<file path="src/hdl/bls_pkg.sv">
// Shared types and constants for the bounded list store.
// No dependencies; imported by every module of the block.
`timescale 1ns / 1ps

package bls_pkg;

  localparam int DEPTH_DEF    = 16;
  localparam int KEY_BITS_DEF = 32;

  typedef enum logic [2:0] {
    OP_PUSH   = 3'd0,
    OP_POP    = 3'd1,
    OP_SEARCH = 3'd2,
    OP_READ   = 3'd3,
    OP_WRITE  = 3'd4,
    OP_CLEAR  = 3'd5
  } op_e;

  typedef enum logic [2:0] {
    ST_OK        = 3'd0,
    ST_FULL      = 3'd1,
    ST_EMPTY     = 3'd2,
    ST_NOT_FOUND = 3'd3,
    ST_RANGE     = 3'd4
  } status_e;

  // Which index the memory read port looks up.
  typedef enum logic [1:0] {
    RD_HEAD = 2'd0,
    RD_POS  = 2'd1,
    RD_NEXT = 2'd2
  } rd_src_e;

  // Which result the datapath captures.
  typedef enum logic [1:0] {
    RSP_EXEC = 2'd0,
    RSP_READ = 2'd1,
    RSP_HIT  = 2'd2,
    RSP_MISS = 2'd3
  } rsp_sel_e;

  typedef struct packed {
    logic [2:0]         operation;
    logic signed [31:0] key_value;
    logic [3:0]         position;
  } req_t;

  typedef struct packed {
    logic [2:0]         status;
    logic [3:0]         found_position;
    logic signed [31:0] read_value;
    logic [4:0]         entry_count;
    logic               is_empty;
  } rsp_t;

  // Controller to datapath.
  typedef struct packed {
    logic     load;
    logic     exec;
    logic     rd_en;
    rd_src_e  rd_src;
    logic     scan_step;
    logic     respond;
    rsp_sel_e rsp_sel;
  } dp_cmd_t;

  // Datapath to controller.
  typedef struct packed {
    logic op_read;
    logic op_search;
    logic pos_ok;
    logic occ_zero;
    logic hit;
    logic last;
  } dp_stat_t;

endpackage

</file>
<file path="src/hdl/bounded_list_store_top.sv">
// Top level of the bounded list store: controller plus datapath.
// Depends on bls_pkg, bls_ctrl and bls_dp.
`timescale 1ns / 1ps

// Bounded list store: a ring of DEPTH signed keys with push at the head,
// pop at the tail, search, indexed read/write and clear.
//
// Request channel: drive req_i and raise start; the request is taken at
// the rising edge where start is high and busy is low. busy stays high
// while the request is in flight.
// Result channel: rsp_o is valid for exactly one cycle while done_o is
// high. The receiver cannot stall; every request yields one result.
//
// Sequence from acceptance to done_o:
//   push, pop, write, clear, unused codes, bad read index, empty search: executed
//           in the decode state; read at a valid index: decode, then the read state
//           (registered memory read); search: decode fetches the head entry, then the
//           scan state compares k entries, k at most the occupancy; the scan compares
//           one entry per cycle through the single memory read port.
// A new request is taken in the cycle done_o is high.
// Reset empties the store (count and head pointer to zero); the key
// memory itself is not cleared, since only held entries are ever read.

module bounded_list_store_top
  import bls_pkg::*;
#(
  parameter int DEPTH    = DEPTH_DEF,
  parameter int KEY_BITS = KEY_BITS_DEF
) (
  input  logic clk_i,
  input  logic rst_ni,
  input  logic start,
  input  req_t req_i,
  output logic busy,
  output logic done_o,
  output rsp_t rsp_o
);

  dp_cmd_t  cmd;
  dp_stat_t stat;

  // sequencing: decode, read wait, one-entry-per-cycle scan
  bls_ctrl u_ctrl (
    .clk_i  (clk_i),
    .rst_ni (rst_ni),
    .start  (start),
    .stat_i (stat),
    .cmd_o  (cmd),
    .busy   (busy),
    .done_o (done_o)
  );

  // key memory, ring pointers and result register
  bls_dp #(
    .DEPTH    (DEPTH),
    .KEY_BITS (KEY_BITS)
  ) u_dp (
    .clk_i  (clk_i),
    .rst_ni (rst_ni),
    .req_i  (req_i),
    .cmd_i  (cmd),
    .stat_o (stat),
    .rsp_o  (rsp_o)
  );

endmodule

</file>
<file path="src/hdl/bls_ctrl.sv">
// Sequencing state machine for the bounded list store.
// Depends on bls_pkg (command and status structs).
`timescale 1ns / 1ps

module bls_ctrl
  import bls_pkg::*;
(
  input  logic     clk_i,
  input  logic     rst_ni,
  input  logic     start,
  input  dp_stat_t stat_i,
  output dp_cmd_t  cmd_o,
  output logic     busy,
  output logic     done_o
);

  typedef enum logic [3:0] {
    S_IDLE   = 4'b0001,
    S_DECODE = 4'b0010,
    S_READ   = 4'b0100,
    S_SCAN   = 4'b1000
  } state_e;

  state_e state_q, state_d;
  logic   done_q;

  always_comb begin
    state_d         = state_q;
    cmd_o           = '0;
    cmd_o.rd_src    = RD_HEAD;
    cmd_o.rsp_sel   = RSP_EXEC;
    unique case (state_q)
      S_IDLE: begin
        if (start) begin
          cmd_o.load = 1'b1;
          state_d    = S_DECODE;
        end
      end
      S_DECODE: begin
        if (stat_i.op_read && stat_i.pos_ok) begin
          cmd_o.rd_en  = 1'b1;
          cmd_o.rd_src = RD_POS;
          state_d      = S_READ;
        end else if (stat_i.op_search && !stat_i.occ_zero) begin
          cmd_o.rd_en  = 1'b1;
          cmd_o.rd_src = RD_HEAD;
          state_d      = S_SCAN;
        end else begin
          cmd_o.exec    = 1'b1;
          cmd_o.respond = 1'b1;
          cmd_o.rsp_sel = RSP_EXEC;
          state_d       = S_IDLE;
        end
      end
      S_READ: begin
        cmd_o.respond = 1'b1;
        cmd_o.rsp_sel = RSP_READ;
        state_d       = S_IDLE;
      end
      S_SCAN: begin
        if (stat_i.hit) begin
          cmd_o.respond = 1'b1;
          cmd_o.rsp_sel = RSP_HIT;
          state_d       = S_IDLE;
        end else if (stat_i.last) begin
          cmd_o.respond = 1'b1;
          cmd_o.rsp_sel = RSP_MISS;
          state_d       = S_IDLE;
        end else begin
          // no match yet: advance the index and fetch the next entry to compare
          cmd_o.scan_step = 1'b1;
          cmd_o.rd_en     = 1'b1;
          cmd_o.rd_src    = RD_NEXT;
        end
      end
      default: begin
        state_d = S_IDLE;
      end
    endcase
  end

  always_ff @(posedge clk_i or negedge rst_ni) begin
    if (!rst_ni) begin
      state_q <= S_IDLE;
      done_q  <= 1'b0;
    end else begin
      state_q <= state_d;
      done_q  <= cmd_o.respond;
    end
  end

  assign busy   = (state_q != S_IDLE);
  assign done_o = done_q;

endmodule

</file>
<file path="src/hdl/bls_dp.sv">
// Datapath of the bounded list store: key memory, ring pointers,
// scan index and result register. Depends on bls_pkg.
`timescale 1ns / 1ps

module bls_dp
  import bls_pkg::*;
#(
  parameter int DEPTH    = DEPTH_DEF,
  parameter int KEY_BITS = KEY_BITS_DEF
) (
  input  logic     clk_i,
  input  logic     rst_ni,
  input  req_t     req_i,
  input  dp_cmd_t  cmd_i,
  output dp_stat_t stat_o,
  output rsp_t     rsp_o
);

  localparam int AW = $clog2(DEPTH);
  localparam int CW = $clog2(DEPTH + 1);
  localparam int PW = (CW > 4) ? CW : 4;
  localparam int XW = (KEY_BITS > 32) ? KEY_BITS : 32;

  logic [KEY_BITS-1:0] mem [DEPTH];

  op_e                 op_q;
  logic [KEY_BITS-1:0] key_q;
  logic [3:0]          pos_q;
  logic [AW-1:0]       head_q, head_d;
  logic [CW-1:0]       occ_q, occ_d;
  logic [CW-1:0]       idx_q;
  logic [KEY_BITS-1:0] rdata_q;
  rsp_t                rsp_q;

  logic [XW-1:0]       key_in_ext;
  logic [XW-1:0]       key_out_ext;
  logic [AW-1:0]       head_m1;
  logic [AW-1:0]       pos_slot;
  logic [AW-1:0]       rd_addr;
  logic                we;
  logic [AW-1:0]       wa;
  status_e             exec_status;
  logic [CW:0]         idx_inc;

  // ring slot of an index counted from the head
  function automatic logic [AW-1:0] slot_of(logic [AW-1:0] head, logic [CW-1:0] off);
    logic [CW:0] sum;
    sum = (CW + 1)'(head) + (CW + 1)'(off);
    if (sum >= (CW + 1)'(DEPTH)) begin
      sum = sum - (CW + 1)'(DEPTH);
    end
    return sum[AW-1:0];
  endfunction

  // 32-bit signed input key to stored key width
  assign key_in_ext  = XW'($signed(req_i.key_value));
  assign key_out_ext = XW'($signed(rdata_q));

  assign head_m1  = (head_q == '0) ? AW'(DEPTH - 1) : head_q - 1'b1;
  assign pos_slot = slot_of(head_q, CW'(pos_q));
  assign idx_inc  = (CW + 1)'(idx_q) + 1'b1;

  always_comb begin
    unique case (cmd_i.rd_src)
      RD_POS:  rd_addr = pos_slot;
      RD_NEXT: rd_addr = slot_of(head_q, idx_inc[CW-1:0]);
      default: rd_addr = head_q;
    endcase
  end

  assign stat_o.op_read   = (op_q == OP_READ);
  assign stat_o.op_search = (op_q == OP_SEARCH);
  assign stat_o.pos_ok    = (PW'(pos_q) < PW'(occ_q));
  assign stat_o.occ_zero  = (occ_q == '0);
  assign stat_o.hit       = (rdata_q == key_q);
  assign stat_o.last      = (idx_inc == (CW + 1)'(occ_q));

  // operations completed by the exec command
  always_comb begin
    head_d      = head_q;
    occ_d       = occ_q;
    we          = 1'b0;
    wa          = head_m1;
    exec_status = ST_OK;
    if (cmd_i.exec) begin
      unique case (op_q)
        OP_PUSH: begin
          if (occ_q == CW'(DEPTH)) begin
            exec_status = ST_FULL;
          end else begin
            we     = 1'b1;
            wa     = head_m1;
            head_d = head_m1;
            occ_d  = occ_q + 1'b1;
          end
        end
        OP_POP: begin
          if (occ_q == '0) begin
            exec_status = ST_EMPTY;
          end else begin
            occ_d = occ_q - 1'b1;
          end
        end
        OP_SEARCH: exec_status = ST_NOT_FOUND;
        OP_READ:   exec_status = ST_RANGE;
        OP_WRITE: begin
          if (stat_o.pos_ok) begin
            we = 1'b1;
            wa = pos_slot;
          end else begin
            exec_status = ST_RANGE;
          end
        end
        OP_CLEAR: begin
          occ_d  = '0;
          head_d = '0;
        end
        default: exec_status = ST_OK;
      endcase
    end
  end

  always_ff @(posedge clk_i) begin
    if (we) begin
      mem[wa] <= key_q;
    end
    if (cmd_i.rd_en) begin
      rdata_q <= mem[rd_addr];
    end
  end

  always_ff @(posedge clk_i or negedge rst_ni) begin
    if (!rst_ni) begin
      head_q <= '0;
      occ_q  <= '0;
    end else begin
      head_q <= head_d;
      occ_q  <= occ_d;
    end
  end

  always_ff @(posedge clk_i) begin
    if (cmd_i.load) begin
      op_q  <= op_e'(req_i.operation);
      key_q <= key_in_ext[KEY_BITS-1:0];
      pos_q <= req_i.position;
      idx_q <= '0;
    end else if (cmd_i.scan_step) begin
      idx_q <= idx_inc[CW-1:0];
    end
  end

  always_ff @(posedge clk_i) begin
    if (cmd_i.respond) begin
      rsp_q.found_position <= '0;
      rsp_q.read_value     <= '0;
      rsp_q.entry_count    <= 5'(occ_d);
      rsp_q.is_empty       <= (occ_d == '0);
      case (cmd_i.rsp_sel)
        RSP_READ: begin
          rsp_q.status     <= ST_OK;
          rsp_q.read_value <= key_out_ext[31:0];
        end
        RSP_HIT: begin
          rsp_q.status         <= ST_OK;
          rsp_q.found_position <= 4'(idx_q);
          rsp_q.read_value     <= key_out_ext[31:0];
        end
        RSP_MISS: rsp_q.status <= ST_NOT_FOUND;
        default:  rsp_q.status <= exec_status;
      endcase
    end
  end

  assign rsp_o = rsp_q;

endmodule
</file>
<file path="config.mk">
export PLATFORM = sky130hd
export DESIGN_NAME = bounded_list_store_top
export DESIGN_NICKNAME = d
export VERILOG_FILES = /design/src/hdl/bls_pkg.sv /design/src/hdl/bounded_list_store_top.sv /design/src/hdl/bls_ctrl.sv /design/src/hdl/bls_dp.sv
export SDC_FILE = /design/constraint.sdc
export NUM_CORES = 1
export LEC_CHECK = 0
export BUFFER_PORTS_ARGS = -buffer_cell sky130_fd_sc_hd__buf_2
export CORE_UTILIZATION = 40
export DETAILED_ROUTE_END_ITERATION = 10
export GPL_TIMING_DRIVEN = 0
export SYNTH_ARGS = -nofsm -noshare
export SYNTH_HDL_FRONTEND = slang
export SYNTH_SLANG_ARGS = --single-unit
</file>
<file path="constraint.sdc">
create_clock -name clk_i -period 6.9 [get_ports clk_i]
set_clock_uncertainty 0.1 [all_clocks]
set_input_delay 1.38 -clock clk_i [delete_from_list [all_inputs] [get_ports clk_i]]
set_output_delay 1.38 -clock clk_i [all_outputs]
set_load 0.05 [all_outputs]
</file>
==> impl_metrics.yaml, run 1 <==
clock_tree:
  ctsRootBufferMaster: "clkbuf_16"
  cts_post_setup_buffers_inserted: 0
  cts.htree.levels: 3
  tritoncts_num_sinks: 647
  clock_insertion_delay_worst_skew_ns: 0.63
  clockBufferDepth: 3
  numCtsBuffers: 71
  clk_transition_reported_paths_ns: 0.06
  tritoncts: "done"
synthesis:
  yosys.area_share.adder: 0.0107
  yosysSeqAreaShare: 0.740
  synth_top_area_share: 0.723
  fraction_of_synthesized_area_in_multiplexers: 0.0139
  synth_area_per_cell_um2: 13.8
  share_of_the_synthesized_area_in_compound_gates_ao_oa_aoi_oai: 0.0675
  most_common_library_cells_after_synthesis: "edfxtp_1 (628), nand2_1 (402), nand4_1 (165), a21oi_1 (143), clkbuf_1 (103)"
  synth.top_cells.by_area: "edfxtp_1 (72%), nand2_1 (5.8%), nand4_1 (4.0%), a21oi_1 (2.7%), a221oi_1 (2.1%)"
  post_synth_instance_area_um2: 26100
  ys_async_sr_fraction: 0.0216
  post-synth-top-count-cell: "edfxtp_1"
  synth_top_area_cell: "edfxtp_1"
  synthesis.instances: 1893
  synth_ff_type: "edfxtp_1"
  synthesis.nets: 1956
  post_synth_xor_area_fraction: 0.0160
  number_of_enable_flip_flop_cells_after_synthesis: 628
  main_combinational_cell_family_by_area_after_synthesis: "simple AND/OR/NAND/NOR gates"
  synth_simple_gate_area_share: 0.130
  count_of_state_elements_after_synthesis: 647
  synth.yosys.warnings: 0
  synth.lib_cells_used.distinct: 62
worst_setup_path:
  endpoint_kind: "flop"
  critPathMostFrequentCell: "clkbuf_1"
  cp_max_fo: 17
  cpMaxStageDelayCell: "edfxtp_1"
  crit_path_start_kind: "flop"
  cp_data_required_time_ns: 7.13
  cpPeakStageDelay_ns: 0.74
  cp_cell_sequence: "xor2_1 > nor4_1 > nand4_1 > o211ai_1 > clkbuf_1 > ha_1 > clkbuf_1 > nand2b_1 > o221a_2 > clkbuf_1 > clkbuf_1 > buf_1 > nand4_1 > nand4_1 > mux2i_1"
  crit_arrival_ns: 6.73
  worst-setup-path-type: "flop to flop"
layout:
  area_growth_pct: 16.9
  antennaDiodeCount: 0
  finalCoreUtilization: 0.473
  layout.cell_area.non_filler_um2: 30500
  layout.nets: 2165
  ratio_of_cells_with_drive_above_1_in_the_final_layout: 0.123
worst_hold_path:
  type_of_the_most_critical_hold_path: "flop to flop"
sta:
  hold_viol: 0
  worst-slew-pin-transition_ns: 1.17
  slew_viol_final: 0
  slew-limit-headroom: 0.212
  totalNegativeSetupSlack_ns: 0
  grt_setup_unrepaired: "no"
  final.period_utilization: 0.942
  setup_viol: 0
  finalWorstPathRequiredPeriod_ns: 6.50
  fmax_mhz: 154
  final.setup.worst_slack_ns: 0.398
routing:
  wl_mm: 73.4
  drcViolationCount: 0
  ant_nets: 0
  dr.first_iter.drc_count: 1990
  routedWlPerCell_um: 24.4
  post_detailed_route_via_to_cell_ratio: 5.65
  dr_total_vias: 17000
  dr.pass1.iters: 7
outcome:
  status: "finished clean"
pwr:
  worst_ir_drop_vdd_mv: 0.202
  power.total_mw: 11.5
  power_density_nw_per_um2: 377
  cellLeakagePower_nw: 10.5
grt:
  grt_pass1_wl_mm: 108
  grt_overflow_total: 0
  number_of_antenna_violations_at_the_first_check_in_global_routing: 0
  grt_max_degree: 28
  grtUsageTotal: 0.221
  grt_pass1_vias: 16600
place:
  globalplace.congestion: 0.853
  placement.cell_area_um2: 28300
  place.detailed.hpwl_mm: 50.1
  port_buffers: 88
  pre_cts_slack_ns: 0.288
die:
  rows: 93
  die_w_um: 257
  fp.coreArea_um2: 64500
  initial_utilization: 0.405
  die_height_um: 257
  die_area_um2: 66200
  io-pin-count: 89
job:
  cap_violations: 0
stage by stage:
stage / hold slack, ns / std cells
after floorplan: 0.383 / 1893
after global placement: 0.402 / 2836
after detailed placement: 0.416 / 2884
after CTS: 0.432 / 3010
after global routing: 0.460 / 3010
final: 0.432 / 3010
critical path: cells and delay by family, from the launching register on:
kind | cells | cell delay, ns
AO/OA/AOI/OAI | 2 | 0.68
XOR/XNOR | 1 | 0.22
multiplexers | 1 | 0.11
adder cells (fa/ha/maj) | 1 | 0.20
AND/OR/NAND/NOR | 5 | 1.62
flip-flops | 1 | 0.74
buffers and inverters | 5 | 2.52
metal layers:
metal  wire, um  track usage  up-vias
li1           -            -     7586
met3       6400       0.0437      128
met5          0            0        -
met1      30400        0.306     8473
met2      34600        0.351      834
met4       1950       0.0689        0
timing repair:
action,4_1_cts,5_1_grt
setup endpoints to repair,0,30
resized for setup,0,1
hold buffers,0,0
endpoints found under the hold margin,0,0
sequential cells by signal, indices dropped and copies added, names as in the netlist:
signal	flops
u_dp.mem	512
u_dp.rsp_o	45
u_dp.key_out_ext	32
u_dp.key_q	32
u_dp.idx_q	5
u_dp.occ_q	5
u_ctrl.state_q	4
u_dp.head_q	4
u_dp.pos_q	4
u_dp.op_q	3
u_ctrl.done_o	1
cells in the final DEF, fill, tap and decap left out, types with 13 or more instances in the layout:
cell type	instances
clkbuf_1	114
buf_6	35
nand4_1	165
a221oi_1	64
inv_1	22
and2_1	40
clkinv_1	16
ha_1	19
buf_1	18
clkbuf_16	71
nor2_1	45
nand2_1	401
a21oi_1	143
edfxtp_1	628
xor2_1	38
mux2i_1	34
o21ai_0	17
dfrtp_1	13
buf_2	89
nor3_2	14
area by class of cell:
cell class                 instances  area [um2]
buffer                           123         464
inverter                          23        86.3
clock inverter                    43         378
tap                              855        1070
fill                            5657       34000
timing repair buffer             136        1040
multi-input combinational       1100        6300
clock buffer                      83        1830
sequential                       647       19300
kinds of logic after synthesis:
logic type                 after synthesis
and+or+nand+nor                        723
DFF                                    647
xor gates and xnor gates                46
muxes                                   36
buffers and inverters                  146
AOI/OAI and AO/OA                      274
adders and majority gates               21
report_power, final:
group | leakage (nW) | total, mW | internal [mW] | switching [mW]
Combinational | 3.49 | 3.01 | 0.815 | 2.20
Clock | 1.08 | 3.65 | 2.07 | 1.59
Sequential | 5.93 | 4.83 | 4.62 | 0.212
path summary, 6_finish.rpt:
kind,from,end,slack [ns],cells past startpoint
setup / recovery,u_dp.key_q[16],u_dp.key_out_ext[7],0.40,15
hold / removal,u_dp.idx_q[4],u_dp.idx_q[4],0.43,2
setup reg to reg,u_dp.key_q[16],u_dp.key_out_ext[7],0.40,15
hold reg to reg,u_dp.idx_q[4],u_dp.idx_q[4],0.43,2
max in group asynchronous,rst_ni,u_ctrl.state_q[0],5.82,1
min in group asynchronous,rst_ni,u_dp.head_q[1],0.57,1
Power figures use the tool's default switching activity.
==> run 2: changes to the inputs <==
==> constraint.sdc (replaced) <==
create_clock -name clk_i -period 6.9 [get_ports clk_i]
set_clock_uncertainty 0.1 [all_clocks]
set_input_delay 0.345 -clock clk_i [delete_from_list [all_inputs] [get_ports clk_i]]
set_output_delay 0.345 -clock clk_i [all_outputs]
set_load 0.05 [all_outputs]
==> impl_metrics.yaml, run 2 (synthesis results as in run 1) <==
worst_setup_path:
  endpoint_kind: "flop"
  cp_cell_sequence: "xor2_1 > nor4_1 > nand4_1 > o211ai_1 > clkbuf_1 > ha_1 > clkbuf_1 > nand2b_1 > o221ai_1 > clkbuf_1 > clkbuf_1 > clkbuf_1 > nand4_1 > nand4_1 > mux2i_1"
  crit_path_start_kind: "flop"
  critical_path.n_buffers_inverters: 5
  cpLargestDelayFamily: "buffers and inverters"
  cp_max_fo: 17
  cpPeakStageDelay_ns: 0.72
  worst-setup-path-type: "flop to flop"
  crit-reg2reg-launch: "u_dp.key_q[16]"
  cpMaxStageDelayCell: "edfxtp_1"
  crit_arrival_ns: 6.77
  setup.worst_path.start: "u_dp.key_q[16]"
  critPathMostFrequentCell: "clkbuf_1"
  cp_data_required_time_ns: 7.13
sta:
  slew_viol_final: 0
  fmax_mhz: 153
  setup_viol: 0
  final.period_utilization: 0.949
  final.setup.worst_slack_ns: 0.353
  grt_setup_unrepaired: "no"
  slew-limit-headroom: 0.203
  worst-slew-pin-transition_ns: 1.19
  finalWorstPathRequiredPeriod_ns: 6.55
  hold_viol: 0
  totalNegativeSetupSlack_ns: 0
clock_tree:
  tritoncts: "done"
  cts_post_setup_buffers_inserted: 0
  clk_transition_reported_paths_ns: 0.06
  tritoncts_num_sinks: 647
  cts.htree.levels: 3
  ctsRootBufferMaster: "clkbuf_16"
  clock_insertion_delay_worst_skew_ns: 0.63
  clockBufferDepth: 3
  numCtsBuffers: 71
routing:
  dr_total_vias: 17200
  routedWlPerCell_um: 24.1
  post_detailed_route_via_to_cell_ratio: 5.65
  wl_mm: 73.6
  ant_nets: 0
  dr.pass1.iters: 6
  dr.first_iter.drc_count: 1915
  drcViolationCount: 0
die:
  die_area_um2: 66200
  die_height_um: 257
  rows: 93
  die_w_um: 257
  fp.coreArea_um2: 64500
  initial_utilization: 0.405
  io-pin-count: 89
outcome:
  status: "finished clean"
grt:
  grt_pass1_vias: 16800
  grtUsageTotal: 0.221
  number_of_antenna_violations_at_the_first_check_in_global_routing: 0
  grt_overflow_total: 0
  grt_pass1_wl_mm: 108
  grt_max_degree: 28
layout:
  layout.nets: 2206
  final_common_cell: "edfxtp_1"
  antennaDiodeCount: 0
  ratio_of_cells_with_drive_above_1_in_the_final_layout: 0.121
  largest_reg_flops: 512
  finish.cell_count_without_fillers: 3051
  layout_common_cells: "edfxtp_1 (628), nand2_1 (401), nand4_1 (165), a21oi_1 (143), clkbuf_1 (114)"
  area_growth_pct: 18.5
  registers.top_by_ff_count: "u_dp.mem"
pwr:
  sequentialPowerShare: 0.420
  power.combinational.fraction: 0.263
  cellLeakagePower_nw: 10.7
  power.total_mw: 11.5
  power_switching_share: 0.347
  internal_power_mw: 7.52
  clock_power_share: 0.317
  worst_ir_drop_vdd_mv: 0.200
  power_density_nw_per_um2: 373
  switching_power_mw: 3.99
place:
  globalplace.congestion: 0.853
  place.detailed.hpwl_mm: 50.1
  pre_cts_slack_ns: 0.288
  dpl.cell_count: 2884
  port_buffers: 88
job:
  cap_violations: 0
worst_hold_path:
  type_of_the_most_critical_hold_path: "input port to async pin"
-- run 2: cell types whose count changed in the layout (fill, tap and decap cells not counted) --
cell and change:
dlygate4sd3_1 +41
-- run 2: routing by layer --
metal	vias to the layer above	share of wire	track usage
li1	7670	-	-
met4	0	0.029	0.0699
met1	8589	0.42	0.307
met3	145	0.084	0.0437
met2	828	0.47	0.351
met5	-	0	0
-- run 2: metrics by stage --
stage          utilization  hold slack, ns  area, um2
5_1_grt              0.479           0.106      30900
3_5_place_dp         0.439           0.180      28300
3_3_place_gp         0.428           0.173      27600
6_report             0.479          0.0680      30900
2_1_floorplan            -         -0.0506      26100
4_1_cts              0.479          0.0604      30900
-- run 2: area by class of cell --
class                           instances  area [um2]
Sequential cell                       647       19300
Fill cell                            5629       33600
Clock inverter                         43         378
Multi-Input combinational cell       1100        6300
Inverter                               23        86.3
Clock buffer                           83        1830
Buffer                                123         464
Tap cell                              855        1070
Timing Repair Buffer                  177        1460
-- run 2: final timing paths --
| kind | endpoint | slack [ns] | cells after the start |
|---|---|---|---|
| min in group clk_i | u_dp.key_q[27] | 0.33 | 2 |
| max | u_dp.key_out_ext[7] | 0.35 | 15 |
| max in group asynchronous | u_ctrl.state_q[0] | 6.32 | 2 |
| max reg2reg | u_dp.key_out_ext[7] | 0.35 | 15 |
| min reg2reg | u_dp.idx_q[4] | 0.43 | 2 |
| min | u_dp.head_q[1] | 0.07 | 2 |
-- run 2: power groups by stage --
stage | clock network (mW) | logic (mW) | registers [mW]
floorplan | 0 | 1.76 | 4.92
detailed placement | 0 | 2.97 | 4.91
global placement | 0 | 2.87 | 4.93
global route | 3.83 | 3.26 | 4.86
CTS | 3.70 | 3.00 | 4.83
finish | 3.65 | 3.03 | 4.83
-- run 2: timing repair --
action	in CTS	in global routing
hold endpoints to repair	55	0
hold buffers	41	0
endpoints found under the setup margin	0	30
gates resized for setup	0	1
-- run 2: worst reg2reg max path: stages (launching register included) --
cell and delay [ns]:
edfxtp_1 0.72, xor2_1 0.23, nor4_1 0.64, nand4_1 0.44, o211ai_1 0.47, clkbuf_1 0.41
ha_1 0.31, clkbuf_1 0.19, nand2b_1 0.21, o221ai_1 0.28, clkbuf_1 0.61, clkbuf_1 0.53
clkbuf_1 0.57, nand4_1 0.22, nand4_1 0.23, mux2i_1 0.11
